<file path="config.mk">
export PLATFORM = sky130hd
export DESIGN_NAME = ip_address_text_parser
export DESIGN_NICKNAME = d
export VERILOG_FILES = /design/src/design/ipatp_pkg.sv /design/src/design/ipatp_quad.sv /design/src/design/ipatp_hex.sv /design/src/design/ip_address_text_parser.sv
export SDC_FILE = /design/constraint.sdc
export NUM_CORES = 1
export LEC_CHECK = 0
export ABC_CLOCK_PERIOD_IN_PS = 7400
export BUFFER_PORTS_ARGS = -buffer_cell sky130_fd_sc_hd__buf_4
export CORE_ASPECT_RATIO = 1.1
export CORE_MARGIN = 2
export CORE_UTILIZATION = 30
export DETAILED_ROUTE_END_ITERATION = 12
export SYNTH_ARGS = -nofsm -noshare
export SYNTH_HDL_FRONTEND = slang
export SYNTH_SLANG_ARGS = --single-unit
</file>
<file path="constraint.sdc">
create_clock -name clk -period 7.4 [get_ports clk]
set_input_delay 0.37 -clock clk [delete_from_list [all_inputs] [get_ports clk]]
set_output_delay 0.37 -clock clk [all_outputs]
set_load 0.01 [all_outputs]
</file>
<file path="src/design/ipatp_pkg.sv">
`timescale 1ns / 1ps
`default_nettype none

package ipatp_pkg;

    localparam int CH_W       = 8;
    localparam int GROUP_W    = 16;
    localparam int NUM_GROUPS = 8;
    localparam int COUNT_W    = 4;
    localparam int IDX_W      = 3;
    localparam int OCTETS_W   = 32;
    localparam int HALF_W     = 64;

    localparam logic [CH_W-1:0] CH_NUL   = 8'h00;
    localparam logic [CH_W-1:0] CH_DOT   = 8'h2e;
    localparam logic [CH_W-1:0] CH_COLON = 8'h3a;
    localparam logic [CH_W-1:0] CH_ZERO  = 8'h30;
    localparam logic [CH_W-1:0] CH_NINE  = 8'h39;
    localparam logic [CH_W-1:0] CH_LA    = 8'h61;
    localparam logic [CH_W-1:0] CH_LF    = 8'h66;
    localparam logic [CH_W-1:0] CH_UA    = 8'h41;
    localparam logic [CH_W-1:0] CH_UF    = 8'h46;

    typedef enum logic [1:0] {
        HEX_START = 2'd0,
        HEX_SEP   = 2'd1,
        HEX_GROUP = 2'd2
    } hex_phase_t;

    // per-word control from the input stage to both readings
    typedef struct packed {
        logic            step;
        logic            finish;
        logic [CH_W-1:0] ch;
    } char_ctl_t;

    typedef struct packed {
        logic                dot_seen;
        logic                ok;
        logic [OCTETS_W-1:0] octets;
    } quad_res_t;

    typedef struct packed {
        logic              ok;
        logic [HALF_W-1:0] high;
        logic [HALF_W-1:0] low;
    } hex_res_t;

endpackage

`default_nettype wire

</file>
<file path="src/design/ipatp_quad.sv">
`timescale 1ns / 1ps
`default_nettype none

module ipatp_quad
(
    input  wire logic                 clk,
    input  wire logic                 rst_n,
    input  wire ipatp_pkg::char_ctl_t ctl,
    output ipatp_pkg::quad_res_t      res
);

    logic                           dot_reg, dot_next;
    logic [1:0]                     idx_reg, idx_next;
    logic [7:0]                     acc_reg, acc_next;
    logic [ipatp_pkg::OCTETS_W-1:0] oct_reg, oct_next;
    logic                           err_reg, err_next;
    logic                           tail_reg, tail_next;

    logic       digit;
    logic [7:0] dval;
    logic [7:0] acc_dec;

    assign digit   = (ctl.ch >= ipatp_pkg::CH_ZERO) && (ctl.ch <= ipatp_pkg::CH_NINE);
    assign dval    = ctl.ch - ipatp_pkg::CH_ZERO;
    assign acc_dec = {acc_reg[4:0], 3'b000} + {acc_reg[6:0], 1'b0} + dval;

    always_comb
    begin
        dot_next  = dot_reg;
        idx_next  = idx_reg;
        acc_next  = acc_reg;
        oct_next  = oct_reg;
        err_next  = err_reg;
        tail_next = tail_reg;
        if (ctl.step)
        begin
            if (ctl.ch == ipatp_pkg::CH_DOT)
            begin
                dot_next = 1'b1;
            end
            if (!err_reg)
            begin
                if (idx_reg != 2'd3)
                begin
                    if (digit)
                    begin
                        acc_next = acc_dec;
                    end
                    else if (ctl.ch == ipatp_pkg::CH_DOT)
                    begin
                        case (idx_reg)
                            2'd0:    oct_next[31:24] = acc_reg;
                            2'd1:    oct_next[23:16] = acc_reg;
                            2'd2:    oct_next[15:8]  = acc_reg;
                            default: oct_next        = oct_reg;
                        endcase
                        idx_next = idx_reg + 2'd1;
                        acc_next = 8'd0;
                    end
                    else
                    begin
                        err_next = 1'b1;
                    end
                end
                else if (!tail_reg)
                begin
                    if (digit)
                    begin
                        acc_next = acc_dec;
                    end
                    else
                    begin
                        tail_next = 1'b1;
                    end
                end
            end
        end
        if (ctl.finish)
        begin
            dot_next  = 1'b0;
            idx_next  = 2'd0;
            acc_next  = 8'd0;
            oct_next  = '0;
            err_next  = 1'b0;
            tail_next = 1'b0;
        end
    end

    always_ff @(posedge clk or negedge rst_n)
    begin
        if (!rst_n)
        begin
            dot_reg  <= 1'b0;
            idx_reg  <= 2'd0;
            acc_reg  <= 8'd0;
            oct_reg  <= '0;
            err_reg  <= 1'b0;
            tail_reg <= 1'b0;
        end
        else
        begin
            dot_reg  <= dot_next;
            idx_reg  <= idx_next;
            acc_reg  <= acc_next;
            oct_reg  <= oct_next;
            err_reg  <= err_next;
            tail_reg <= tail_next;
        end
    end

    assign res.dot_seen = dot_reg;
    assign res.ok       = !err_reg && (idx_reg == 2'd3);
    assign res.octets   = oct_reg | {24'd0, acc_reg};

endmodule

`default_nettype wire

</file>
<file path="src/design/ipatp_hex.sv">
`timescale 1ns / 1ps
`default_nettype none

module ipatp_hex
(
    input  wire logic                 clk,
    input  wire logic                 rst_n,
    input  wire ipatp_pkg::char_ctl_t ctl,
    output ipatp_pkg::hex_res_t       res
);

    ipatp_pkg::hex_phase_t         phase_reg, phase_next;
    logic [ipatp_pkg::GROUP_W-1:0] acc_reg, acc_next;
    logic [ipatp_pkg::COUNT_W-1:0] cnt_reg, cnt_next;
    logic                          err_reg, err_next;
    logic [ipatp_pkg::GROUP_W-1:0] grp_reg  [ipatp_pkg::NUM_GROUPS];
    logic [ipatp_pkg::GROUP_W-1:0] grp_next [ipatp_pkg::NUM_GROUPS];

    logic                          is_hex;
    logic [3:0]                    hval;
    logic                          push;
    logic [ipatp_pkg::GROUP_W-1:0] push_val;
    logic                          full;
    logic                          fin_push;
    logic                          fin_err;
    logic [ipatp_pkg::GROUP_W-1:0] out_grp [ipatp_pkg::NUM_GROUPS];

    always_comb
    begin
        is_hex = 1'b1;
        hval   = 4'd0;
        if ((ctl.ch >= ipatp_pkg::CH_ZERO) && (ctl.ch <= ipatp_pkg::CH_NINE))
        begin
            hval = 4'(ctl.ch - ipatp_pkg::CH_ZERO);
        end
        else if ((ctl.ch >= ipatp_pkg::CH_LA) && (ctl.ch <= ipatp_pkg::CH_LF))
        begin
            hval = 4'(ctl.ch - ipatp_pkg::CH_LA + 8'd10);
        end
        else if ((ctl.ch >= ipatp_pkg::CH_UA) && (ctl.ch <= ipatp_pkg::CH_UF))
        begin
            hval = 4'(ctl.ch - ipatp_pkg::CH_UA + 8'd10);
        end
        else
        begin
            is_hex = 1'b0;
        end
    end

    assign full = cnt_reg >= ipatp_pkg::COUNT_W'(ipatp_pkg::NUM_GROUPS);

    always_comb
    begin
        phase_next = phase_reg;
        acc_next   = acc_reg;
        cnt_next   = cnt_reg;
        err_next   = err_reg;
        grp_next   = grp_reg;
        push       = 1'b0;
        push_val   = acc_reg;
        if (ctl.step && !err_reg)
        begin
            if (is_hex)
            begin
                if (phase_reg != ipatp_pkg::HEX_GROUP)
                begin
                    acc_next = {12'd0, hval};
                end
                else
                begin
                    acc_next = {acc_reg[11:0], hval};
                end
                phase_next = ipatp_pkg::HEX_GROUP;
            end
            else if (ctl.ch == ipatp_pkg::CH_COLON)
            begin
                case (phase_reg)
                    ipatp_pkg::HEX_SEP:
                    begin
                        push     = 1'b1;
                        push_val = '0;
                    end
                    ipatp_pkg::HEX_GROUP:
                    begin
                        push     = 1'b1;
                        push_val = acc_reg;
                        acc_next = '0;
                    end
                    default:
                    begin
                        push = 1'b0;
                    end
                endcase
                phase_next = ipatp_pkg::HEX_SEP;
            end
            else
            begin
                err_next = 1'b1;
            end
        end
        if (push)
        begin
            if (full)
            begin
                err_next = 1'b1;
            end
            else
            begin
                grp_next[cnt_reg[ipatp_pkg::IDX_W-1:0]] = push_val;
                cnt_next = cnt_reg + ipatp_pkg::COUNT_W'(1);
            end
        end
        if (ctl.finish)
        begin
            phase_next = ipatp_pkg::HEX_START;
            acc_next   = '0;
            cnt_next   = '0;
            err_next   = 1'b0;
            for (int i = 0; i < ipatp_pkg::NUM_GROUPS; i++)
            begin
                grp_next[i] = '0;
            end
        end
    end

    always_ff @(posedge clk or negedge rst_n)
    begin
        if (!rst_n)
        begin
            phase_reg <= ipatp_pkg::HEX_START;
            acc_reg   <= '0;
            cnt_reg   <= '0;
            err_reg   <= 1'b0;
            for (int i = 0; i < ipatp_pkg::NUM_GROUPS; i++)
            begin
                grp_reg[i] <= '0;
            end
        end
        else
        begin
            phase_reg <= phase_next;
            acc_reg   <= acc_next;
            cnt_reg   <= cnt_next;
            err_reg   <= err_next;
            grp_reg   <= grp_next;
        end
    end

    // closing push of an unfinished group at end of string
    assign fin_push = !err_reg && (phase_reg == ipatp_pkg::HEX_GROUP);
    assign fin_err  = err_reg || (fin_push && full);

    always_comb
    begin
        for (int i = 0; i < ipatp_pkg::NUM_GROUPS; i++)
        begin
            if (fin_push && (cnt_reg == ipatp_pkg::COUNT_W'(i)))
            begin
                out_grp[i] = acc_reg;
            end
            else
            begin
                out_grp[i] = grp_reg[i];
            end
        end
    end

    assign res.ok   = !fin_err;
    assign res.high = {out_grp[0], out_grp[1], out_grp[2], out_grp[3]};
    assign res.low  = {out_grp[4], out_grp[5], out_grp[6], out_grp[7]};

endmodule

`default_nettype wire

</file>
<file path="src/design/ip_address_text_parser.sv">
// a string's result word is registered as its terminating nul word leaves the input stage
// throughput: one character word per cycle; a nul word waits while a result is unaccepted
// output register lets the next string's characters enter while a result waits
// reset: rst_n asynchronous active low, clears both readings, input and output stages
`timescale 1ns / 1ps
`default_nettype none

module ip_address_text_parser
(
    input  wire logic         clk,
    input  wire logic         rst_n,
    input  wire logic         s_axis_tvalid,
    output logic              s_axis_tready,
    input  wire logic [7:0]   s_axis_tdata,   // ch
    output logic              m_axis_tvalid,
    input  wire logic         m_axis_tready,
    output logic [135:0]      m_axis_tdata,   // valid_res, address_high, address_low, zero fill
    output logic              m_axis_tuser    // is_ipv6
);

    logic                            in_valid_reg, in_valid_next;
    logic [ipatp_pkg::CH_W-1:0]      ch_reg;
    logic                            advance;
    logic                            is_nul;
    ipatp_pkg::char_ctl_t            ctl;
    ipatp_pkg::quad_res_t            quad_res;
    ipatp_pkg::hex_res_t             hex_res;

    logic                            out_valid_reg, out_valid_next;
    logic                            ok_reg, ok_next;
    logic                            v6_reg, v6_next;
    logic [ipatp_pkg::HALF_W-1:0]    hi_reg, hi_next;
    logic [ipatp_pkg::HALF_W-1:0]    lo_reg, lo_next;

    assign is_nul        = ch_reg == ipatp_pkg::CH_NUL;
    assign advance       = in_valid_reg && (!is_nul || !out_valid_reg || m_axis_tready);
    assign s_axis_tready = !in_valid_reg || advance;
    assign in_valid_next = s_axis_tready ? s_axis_tvalid : in_valid_reg;

    assign ctl.step   = advance && !is_nul;
    assign ctl.finish = advance && is_nul;
    assign ctl.ch     = ch_reg;

    always_ff @(posedge clk or negedge rst_n)
    begin
        if (!rst_n)
        begin
            in_valid_reg <= 1'b0;
        end
        else
        begin
            in_valid_reg <= in_valid_next;
        end
    end

    always_ff @(posedge clk)
    begin
        if (s_axis_tready && s_axis_tvalid)
        begin
            ch_reg <= s_axis_tdata;
        end
    end

    ipatp_quad u_quad
    (
        .clk   (clk),
        .rst_n (rst_n),
        .ctl   (ctl),
        .res   (quad_res)
    );

    ipatp_hex u_hex
    (
        .clk   (clk),
        .rst_n (rst_n),
        .ctl   (ctl),
        .res   (hex_res)
    );

    always_comb
    begin
        out_valid_next = out_valid_reg && !m_axis_tready;
        ok_next        = ok_reg;
        v6_next        = v6_reg;
        hi_next        = hi_reg;
        lo_next        = lo_reg;
        if (ctl.finish)
        begin
            out_valid_next = 1'b1;
            if (quad_res.dot_seen)
            begin
                ok_next = quad_res.ok;
                v6_next = 1'b0;
                hi_next = quad_res.ok ? {quad_res.octets, 32'd0} : '0;
                lo_next = '0;
            end
            else
            begin
                ok_next = hex_res.ok;
                v6_next = 1'b1;
                hi_next = hex_res.ok ? hex_res.high : '0;
                lo_next = hex_res.ok ? hex_res.low : '0;
            end
        end
    end

    always_ff @(posedge clk or negedge rst_n)
    begin
        if (!rst_n)
        begin
            out_valid_reg <= 1'b0;
        end
        else
        begin
            out_valid_reg <= out_valid_next;
        end
    end

    always_ff @(posedge clk)
    begin
        ok_reg <= ok_next;
        v6_reg <= v6_next;
        hi_reg <= hi_next;
        lo_reg <= lo_next;
    end

    assign m_axis_tvalid = out_valid_reg;
    assign m_axis_tdata  = {7'd0, lo_reg, hi_reg, ok_reg};
    assign m_axis_tuser  = v6_reg;

endmodule

`default_nettype wire
</file>
==> impl_results.md, run 1 <==
* Final setup vio count at 0
* Starting Density at a little under a third
* Multi-input gate area at roughly 5700 sq um
* Pin count of the biggest net entering global routing at 147
* Cells after synthesis at between 1,000 and 1,500
* Max cap viols at 0
* Final Util at between 30% and 40%
* Post-route antenna net violation count at 0
* Worst Skew at around 0.014 ns
* CP max FO at around 150
* Clock Path Buffers at 3
* Final Max Slew Viols at 0
* Via count at ~11,000
* Slew at the pin with the worst max-slew slack at about 1.2 ns
* Setup TNS at 0 ns
* Top FF cell, synth: dfrtp_1
* Vias in the first global route at roughly 11,000
* DRC errors left at 0
* Via density at between 5 and 6
* Syn avg cell area at between 10 and 15 sq um
* Global placement routability congestion at between 0.8 and 0.9
* Max H-tree Level at 2
* CTS tree: done
* Final period util at 58.6%
* Status: finished clean
* Hpwl dp at about 29,000 um
* GRT Total Usage at between 10% and 20%
* Postcts setup bufs at 0
* Die footprint at 52,600 sq um
* Post-cts sizing count at 0
* Synth Cell Area at between 15,000 and 20,000 sq um
* Setup crit start kind: flip-flop
* Layout cells sized above 1 at 14.1%
* Storage cell area at between 8000 and 9000 sq um
* Hold WC Path Type: primary input to flip-flop
* #FFs+latches synth at roughly 330
* Synth async-reset ratio at 57.9%
* 1st-pass router iterations at 5
* Final #Nets at 1,536
* Post-CTS Hold Fix Bufs at 1
* Total CTS buffers at 35
* FF-to-FF path depth at 7
* Critical Path Sink Type: flip-flop
* Die H at around 240 um
* Synth warn at 0
* Worst setup path class: flip-flop to flip-flop
* Synth cell types at 65
* Clk root buf: clkbuf_16
* Hold Crit Depth at 1
* IO Port Bufs at roughly 140
* Crit path cell chain: inv_1 > ha_1 > nor4bb_1 > nand4_1 > buf_12 > a41o_1 > a211o_1
* CTS clk-pin slew, worst paths at ~0.06 ns
* RSZ-0062 raised after global routing: no
* Max Fclk at ~230 MHz
* Final hold violations at 0
* Worst-Skew Late Latency at 0.52 ns
* Worst EP required at approximately 7.8 ns
* Starting DRC count in detailed routing at 886
* Fraction of the yosys area taken by sequential cells at around three fifths
* # fillers at between 4,000 and 5,000
* Leakage power total at 9.21 nW
* Gr ovfl total at 0
* Slew margin rel. at approximately 20%
* Pwr per Cell Area at about 230 nW/um^2
* Row count at 86
* Minimum clock period at about 4.3 ns
* Critical Path AT at between 4 and 5 ns
* Hold WS at approximately 0.029 ns
* Commonest non-fill, non-tap cell in the layout: nand2_1
* Drt total wl at between 40,000 and 50,000 um
* CP max stage delay at ~1.0 ns
* WL/cell at 19.9 um
* Num Clock Sinks at 328
* Core ar. at roughly 50,000 sq um
* Most frequent cells in the layout: nand2_1 (398), dfrtp_1 (190), mux2i_1 (160)
* Max reg flops at about 130
* Die X at 219 um
* Worst path slowest cell: nor4bb_1
* Post-synth EDFFs at approximately 140
* # IOs at 151
* # diodes at 0
* First-pass GRT wire length at 65,500 um
* Maximum VDD drop at 0.000144 V
* Area growth, synth to finish at 17.7%
* Initial antenna violation count at 1
## path summary, 6_finish.rpt
check,startpoint,to,slack (ns)
worst max-delay path,ch_reg[0]$_DFFE_PP_,u_hex.acc_reg[2]$_DFFE_PN0P_,3.06
worst min-delay path,s_axis_tdata[6],ch_reg[6]$_DFFE_PP_,0.03
worst max register to register,ch_reg[0]$_DFFE_PP_,u_hex.acc_reg[2]$_DFFE_PN0P_,3.06
worst min register to register,u_quad.oct_reg[10]$_DFFE_PN0P_,u_quad.oct_reg[10]$_DFFE_PN0P_,0.51
max in group asynchronous,rst_n,u_quad.oct_reg[17]$_DFFE_PN0P_,5.65
min in group asynchronous,rst_n,u_hex.grp_reg[29]$_DFFE_PN0P_,0.53
## worst max-delay path: cells and delay by family, from the launching register on
| kind | cells | cell delay [ns] |
|---|---|---|
| AO/OA/AOI/OAI | 2 | 0.84 |
| adder cells (fa/ha/maj) | 1 | 0.21 |
| buffers and inverters | 2 | 0.70 |
| flip-flops | 1 | 0.51 |
| AND/OR/NAND/NOR | 2 | 1.96 |
## through the flow
step	setup WS [ns]	power [W]	std cells	area [sq um]
detailed placement	3.06	0.00230	2117	16800
floorplan	1.57	0.00222	1413	15300
finish	3.06	0.00406	2181	17900
global placement	3.20	0.00229	2117	16800
CTS	3.04	0.00410	2181	17900
global route	2.74	0.00421	2181	17900
## routing by layer
metal  vias to the layer above  GRT usage (%)  part of all wire (%)
met5                         -              0                 0.023
met4                         2           6.20                   3.4
met3                        78           2.11                   5.4
met2                       348           27.4                    50
met1                      5485           21.3                    41
li1                       5045              -                     -
## power by group
| group | internal (W) | switching [W] |
|---|---|---|
| sequential | 0.00196 | 0.0000561 |
| combinational | 0.0000933 | 0.000152 |
| clock | 0.00108 | 0.000709 |
| total | 0.00314 | 0.000918 |
## Yosys cell counts, drive strengths merged, types with 5 or more instances
library cell  count  area share [%]
o21ai            52             1.7
nand3            24            0.85
mux2i           160              11
a22o             37             2.1
and2              9            0.37
inv              38            0.94
nand2b            6            0.25
fa                5            0.66
nand4             9            0.80
nor2             19            0.48
dfrtp           190              31
clkbuf           73             1.8
xnor2             6            0.34
buf              35             1.4
nand2           398             9.8
edfxtp          138              27
a211oi            5            0.33
a22oi             7            0.34
a21oi           107             3.5
ha               24             2.0
a21o              6            0.30
## logic make-up (layout without fill, tap and decap cells)
| family | count (synthesis) | after routing | synth area share [%] |
|---|---|---|---|
| simple gates | 495 | 495 | 14.1 |
| compound gates | 239 | 239 | 9.71 |
| mux | 161 | 161 | 10.6 |
| other cells | 1 | 7 | 0.0246 |
| flops | 328 | 328 | 58.4 |
| xor+xnor | 8 | 8 | 0.460 |
| fa+ha+maj | 29 | 29 | 2.63 |
| buf+inv | 146 | 254 | 4.11 |
## cell type report
type | count | share of cell area [%]
Clock buffer | 49 | 5.58
Clock inverter | 14 | 0.914
Inverter | 38 | 0.795
Multi-Input combinational cell | 939 | 32.0
Sequential cell | 328 | 49.6
Tap cell | 660 | 4.60
Timing Repair Buffer | 153 | 6.51
Note: power is estimated with default switching activity, not from simulation.
==> run 2: changes to the inputs <==
- ABC_CLOCK_PERIOD_IN_PS: 7400 -> 3600
- clock period: 7.4 -> 3.6 ns (I/O delays scaled with it)
==> run 2 against run 1 <==
Sequential power grew 110%. Maximum frequency grew 46%. Cell count grew 1.3%. Flip-flop and latch count is the same. Non-clock buffer count grew 27. Highest routed layer unchanged. First-iteration DRC count grew 1.4%. Critical path type unchanged. Power grew 110%. Critical path depth grew 2. Combinational power grew 110%.
==> impl_results.md, run 2 (same netlist as run 1, synthesis figures left out) <==
* Final hold violations at 0 (unchanged)
* DRC errors left at 0 (unchanged)
* Critical Path Sink Type: flip-flop
* GRT Total Usage at 16.7% (+0.41 points)
* Slew margin rel. at 40.5% (+21 points)
* Worst Setup Slack, final at 0.622 ns (-2.44 ns)
* CP max FO at 32 (-78%)
* Max H-tree Level at 2 (unchanged)
* Num Clock Sinks at 328 (unchanged)
* Clock Path Buffers at 3 (unchanged)
* Core ar. at 50,100 sq um (unchanged)
* RSZ-0062 raised after global routing: no
* First-pass GRT wire length at 67,100 um (+2.5%)
* Post-route antenna net violation count at 0 (unchanged)
* Commonest non-fill, non-tap cell in the layout: nand2_1
* Pin count of the biggest net entering global routing at 149 (+1.4%)
* IO Port Bufs at 143 (unchanged)
* DP Worst Slack at 0.664 ns (-2.39 ns)
* Most frequent CP cell: buf_4
* Final setup vio count at 0 (unchanged)
* Drt total wl at 44,300 um (+2.2%)
* WL/cell at 20.1 um (+0.84%)
* Final #Nets at 1,564 (+1.8%)
* Worst-Skew Late Latency at 0.54 ns (+0.02 ns)
* Pwr per Cell Area at 463 nW/um^2 (+100%)
* CP max stage delay at 0.50 ns (-0.51 ns)
* Worst path slowest cell: edfxtp_1
* Maximum VDD drop at 0.000266 V (+85%)
* Hold WS at 0.309 ns (+0.280 ns)
* Slew at the pin with the worst max-slew slack at 0.887 ns (-0.300 ns)
* Max Fclk at 336 MHz (+46%)
* Initial antenna violation count at 1 (unchanged)
* Postcts setup bufs at 0 (unchanged)
* Vias in the first global route at 11,100 (+2.5%)
* Clk root buf: clkbuf_16
* 1st-pass router iterations at 5 (unchanged)
* Setup crit start kind: flip-flop
* Final Cell Area at 18,200 sq um (+1.5%)
* Global placement routability congestion at 0.847 (+3.3%)
* Area growth, synth to finish at 19.5%
* # diodes at 0 (unchanged)
* Via count at 11,000 (+0.26%)
* Most frequent cells in the layout: nand2_1 (398), dfrtp_1 (190), buf_4 (164)
* Status: finished clean
* Post-DP Area at 16,900 sq um (+0.98%)
* Row count at 86 (unchanged)
* Hold WC Path Type: primary input to async pin
* Via density at 4.97 (-1.1%)
* Final period util at 82.7% (+24 points)
* CTS tree: done
* Starting DRC count in detailed routing at 898 (+1.4%)
* Max reg flops at 128 (unchanged)
* Die H at 240 um (unchanged)
* Final Max Slew Viols at 0 (unchanged)
* Worst Skew at 0.0207 ns (+0.00716 ns)
* Crit path cell chain: inv_1 > ha_1 > nor4bb_1 > buf_4 > a211o_1 > or4_1 > buf_4 > nand2_1 > mux2i_1
* Leakage power total at 9.36 nW (+1.6%)
* Setup TNS at 0 ns (unchanged)
* Minimum clock period at 2.98 ns (-1.36 ns)
* Die X at 219 um (unchanged)
* Worst setup path class: flip-flop to flip-flop
* Starting Density at 30.4% (unchanged)
* Gr ovfl total at 0 (unchanged)
* CTS clk-pin slew, worst paths at 0.06 ns (about the same)
* # IOs at 151 (unchanged)
* Worst EP required at 3.99 ns (-3.81 ns)
* Total CTS buffers at 36 (+2.9%)
* Layout cells sized above 1 at 15.1% (+1.0 points)
* Hpwl dp at 29,700 um (+2.5%)
* Max cap viols at 0 (unchanged)
* Die footprint at 52,600 sq um (unchanged)
* Critical Path AT at 3.37 ns (-1.37 ns)
run 2: path summary, 6_finish.rpt:
| path | startpoint | endpoint | slack, ns | cells after the start |
|---|---|---|---|---|
| worst max-delay path | ch_reg[0]$_DFFE_PP_ | u_hex.grp_reg[124]$_DFFE_PN0P_ | 0.62 | 9 |
| worst min-delay path | rst_n | u_hex.grp_reg[42]$_DFFE_PN0P_ | 0.31 | 2 |
| worst max register to register | ch_reg[0]$_DFFE_PP_ | u_hex.grp_reg[124]$_DFFE_PN0P_ | 0.62 | 9 |
| worst min register to register | u_quad.oct_reg[21]$_DFFE_PN0P_ | u_quad.oct_reg[21]$_DFFE_PN0P_ | 0.51 | 1 |
| max in group asynchronous | rst_n | u_hex.acc_reg[4]$_DFFE_PN0P_ | 2.29 | 3 |
| min in group clk | s_axis_tdata[4] | ch_reg[4]$_DFFE_PP_ | 0.38 | 2 |
run 2: routing by layer:
metal / vias to the layer above / track usage (%) / wire [um]
li1: 5074 / - / -
met1: 5480 / 20.7 / 18100
met2: 337 / 28.7 / 22100
met3: 93 / 2.67 / 2420
met4: 2 / 6.96 / 1670
met5: - / 0 / 13
run 2: critical path: cells and delay by family (launching register included):
| family | cells | cell delay (ns) |
|---|---|---|
| fa+ha+maj | 1 | 0.24 |
| simple gates | 3 | 1.00 |
| buf+inv | 3 | 0.58 |
| flops | 1 | 0.50 |
| mux | 1 | 0.14 |
| compound gates | 1 | 0.39 |
run 2: report_power, final:
part	switching (W)	total [W]	internal [W]	leakage, nW
clock	0.00155	0.00374	0.00218	0.567
sequential	0.000130	0.00417	0.00404	3.62
combinational	0.000318	0.000521	0.000203	5.17
total	0.00200	0.00843	0.00643	9.36
run 2: repair_timing:
action                                 4_1_cts  5_1_grt
hold buffers                                11        0
resized for setup                            0        0
endpoints found under the hold margin       94        0
run 2: final cells by class:
type / count / area (sq um)
Sequential cell: 328 / 8900
Fill cell: 5003 / 31900
Clock inverter: 20 / 214
Tap cell: 660 / 826
Inverter: 38 / 143
Timing Repair Buffer: 180 / 1430
Clock buffer: 45 / 956
Multi-Input combinational cell: 939 / 5740
run 2: per-stage QoR:
step / instances / utilization [%] / total power, W
after CTS: 2210 / 36.3 / 0.00849
after global routing: 2210 / 36.3 / 0.00873
after global placement: 2134 / 33.8 / 0.00474
after detailed placement: 2134 / 33.8 / 0.00475
after floorplan: 1413 / - / 0.00455
final: 2210 / 36.3 / 0.00843
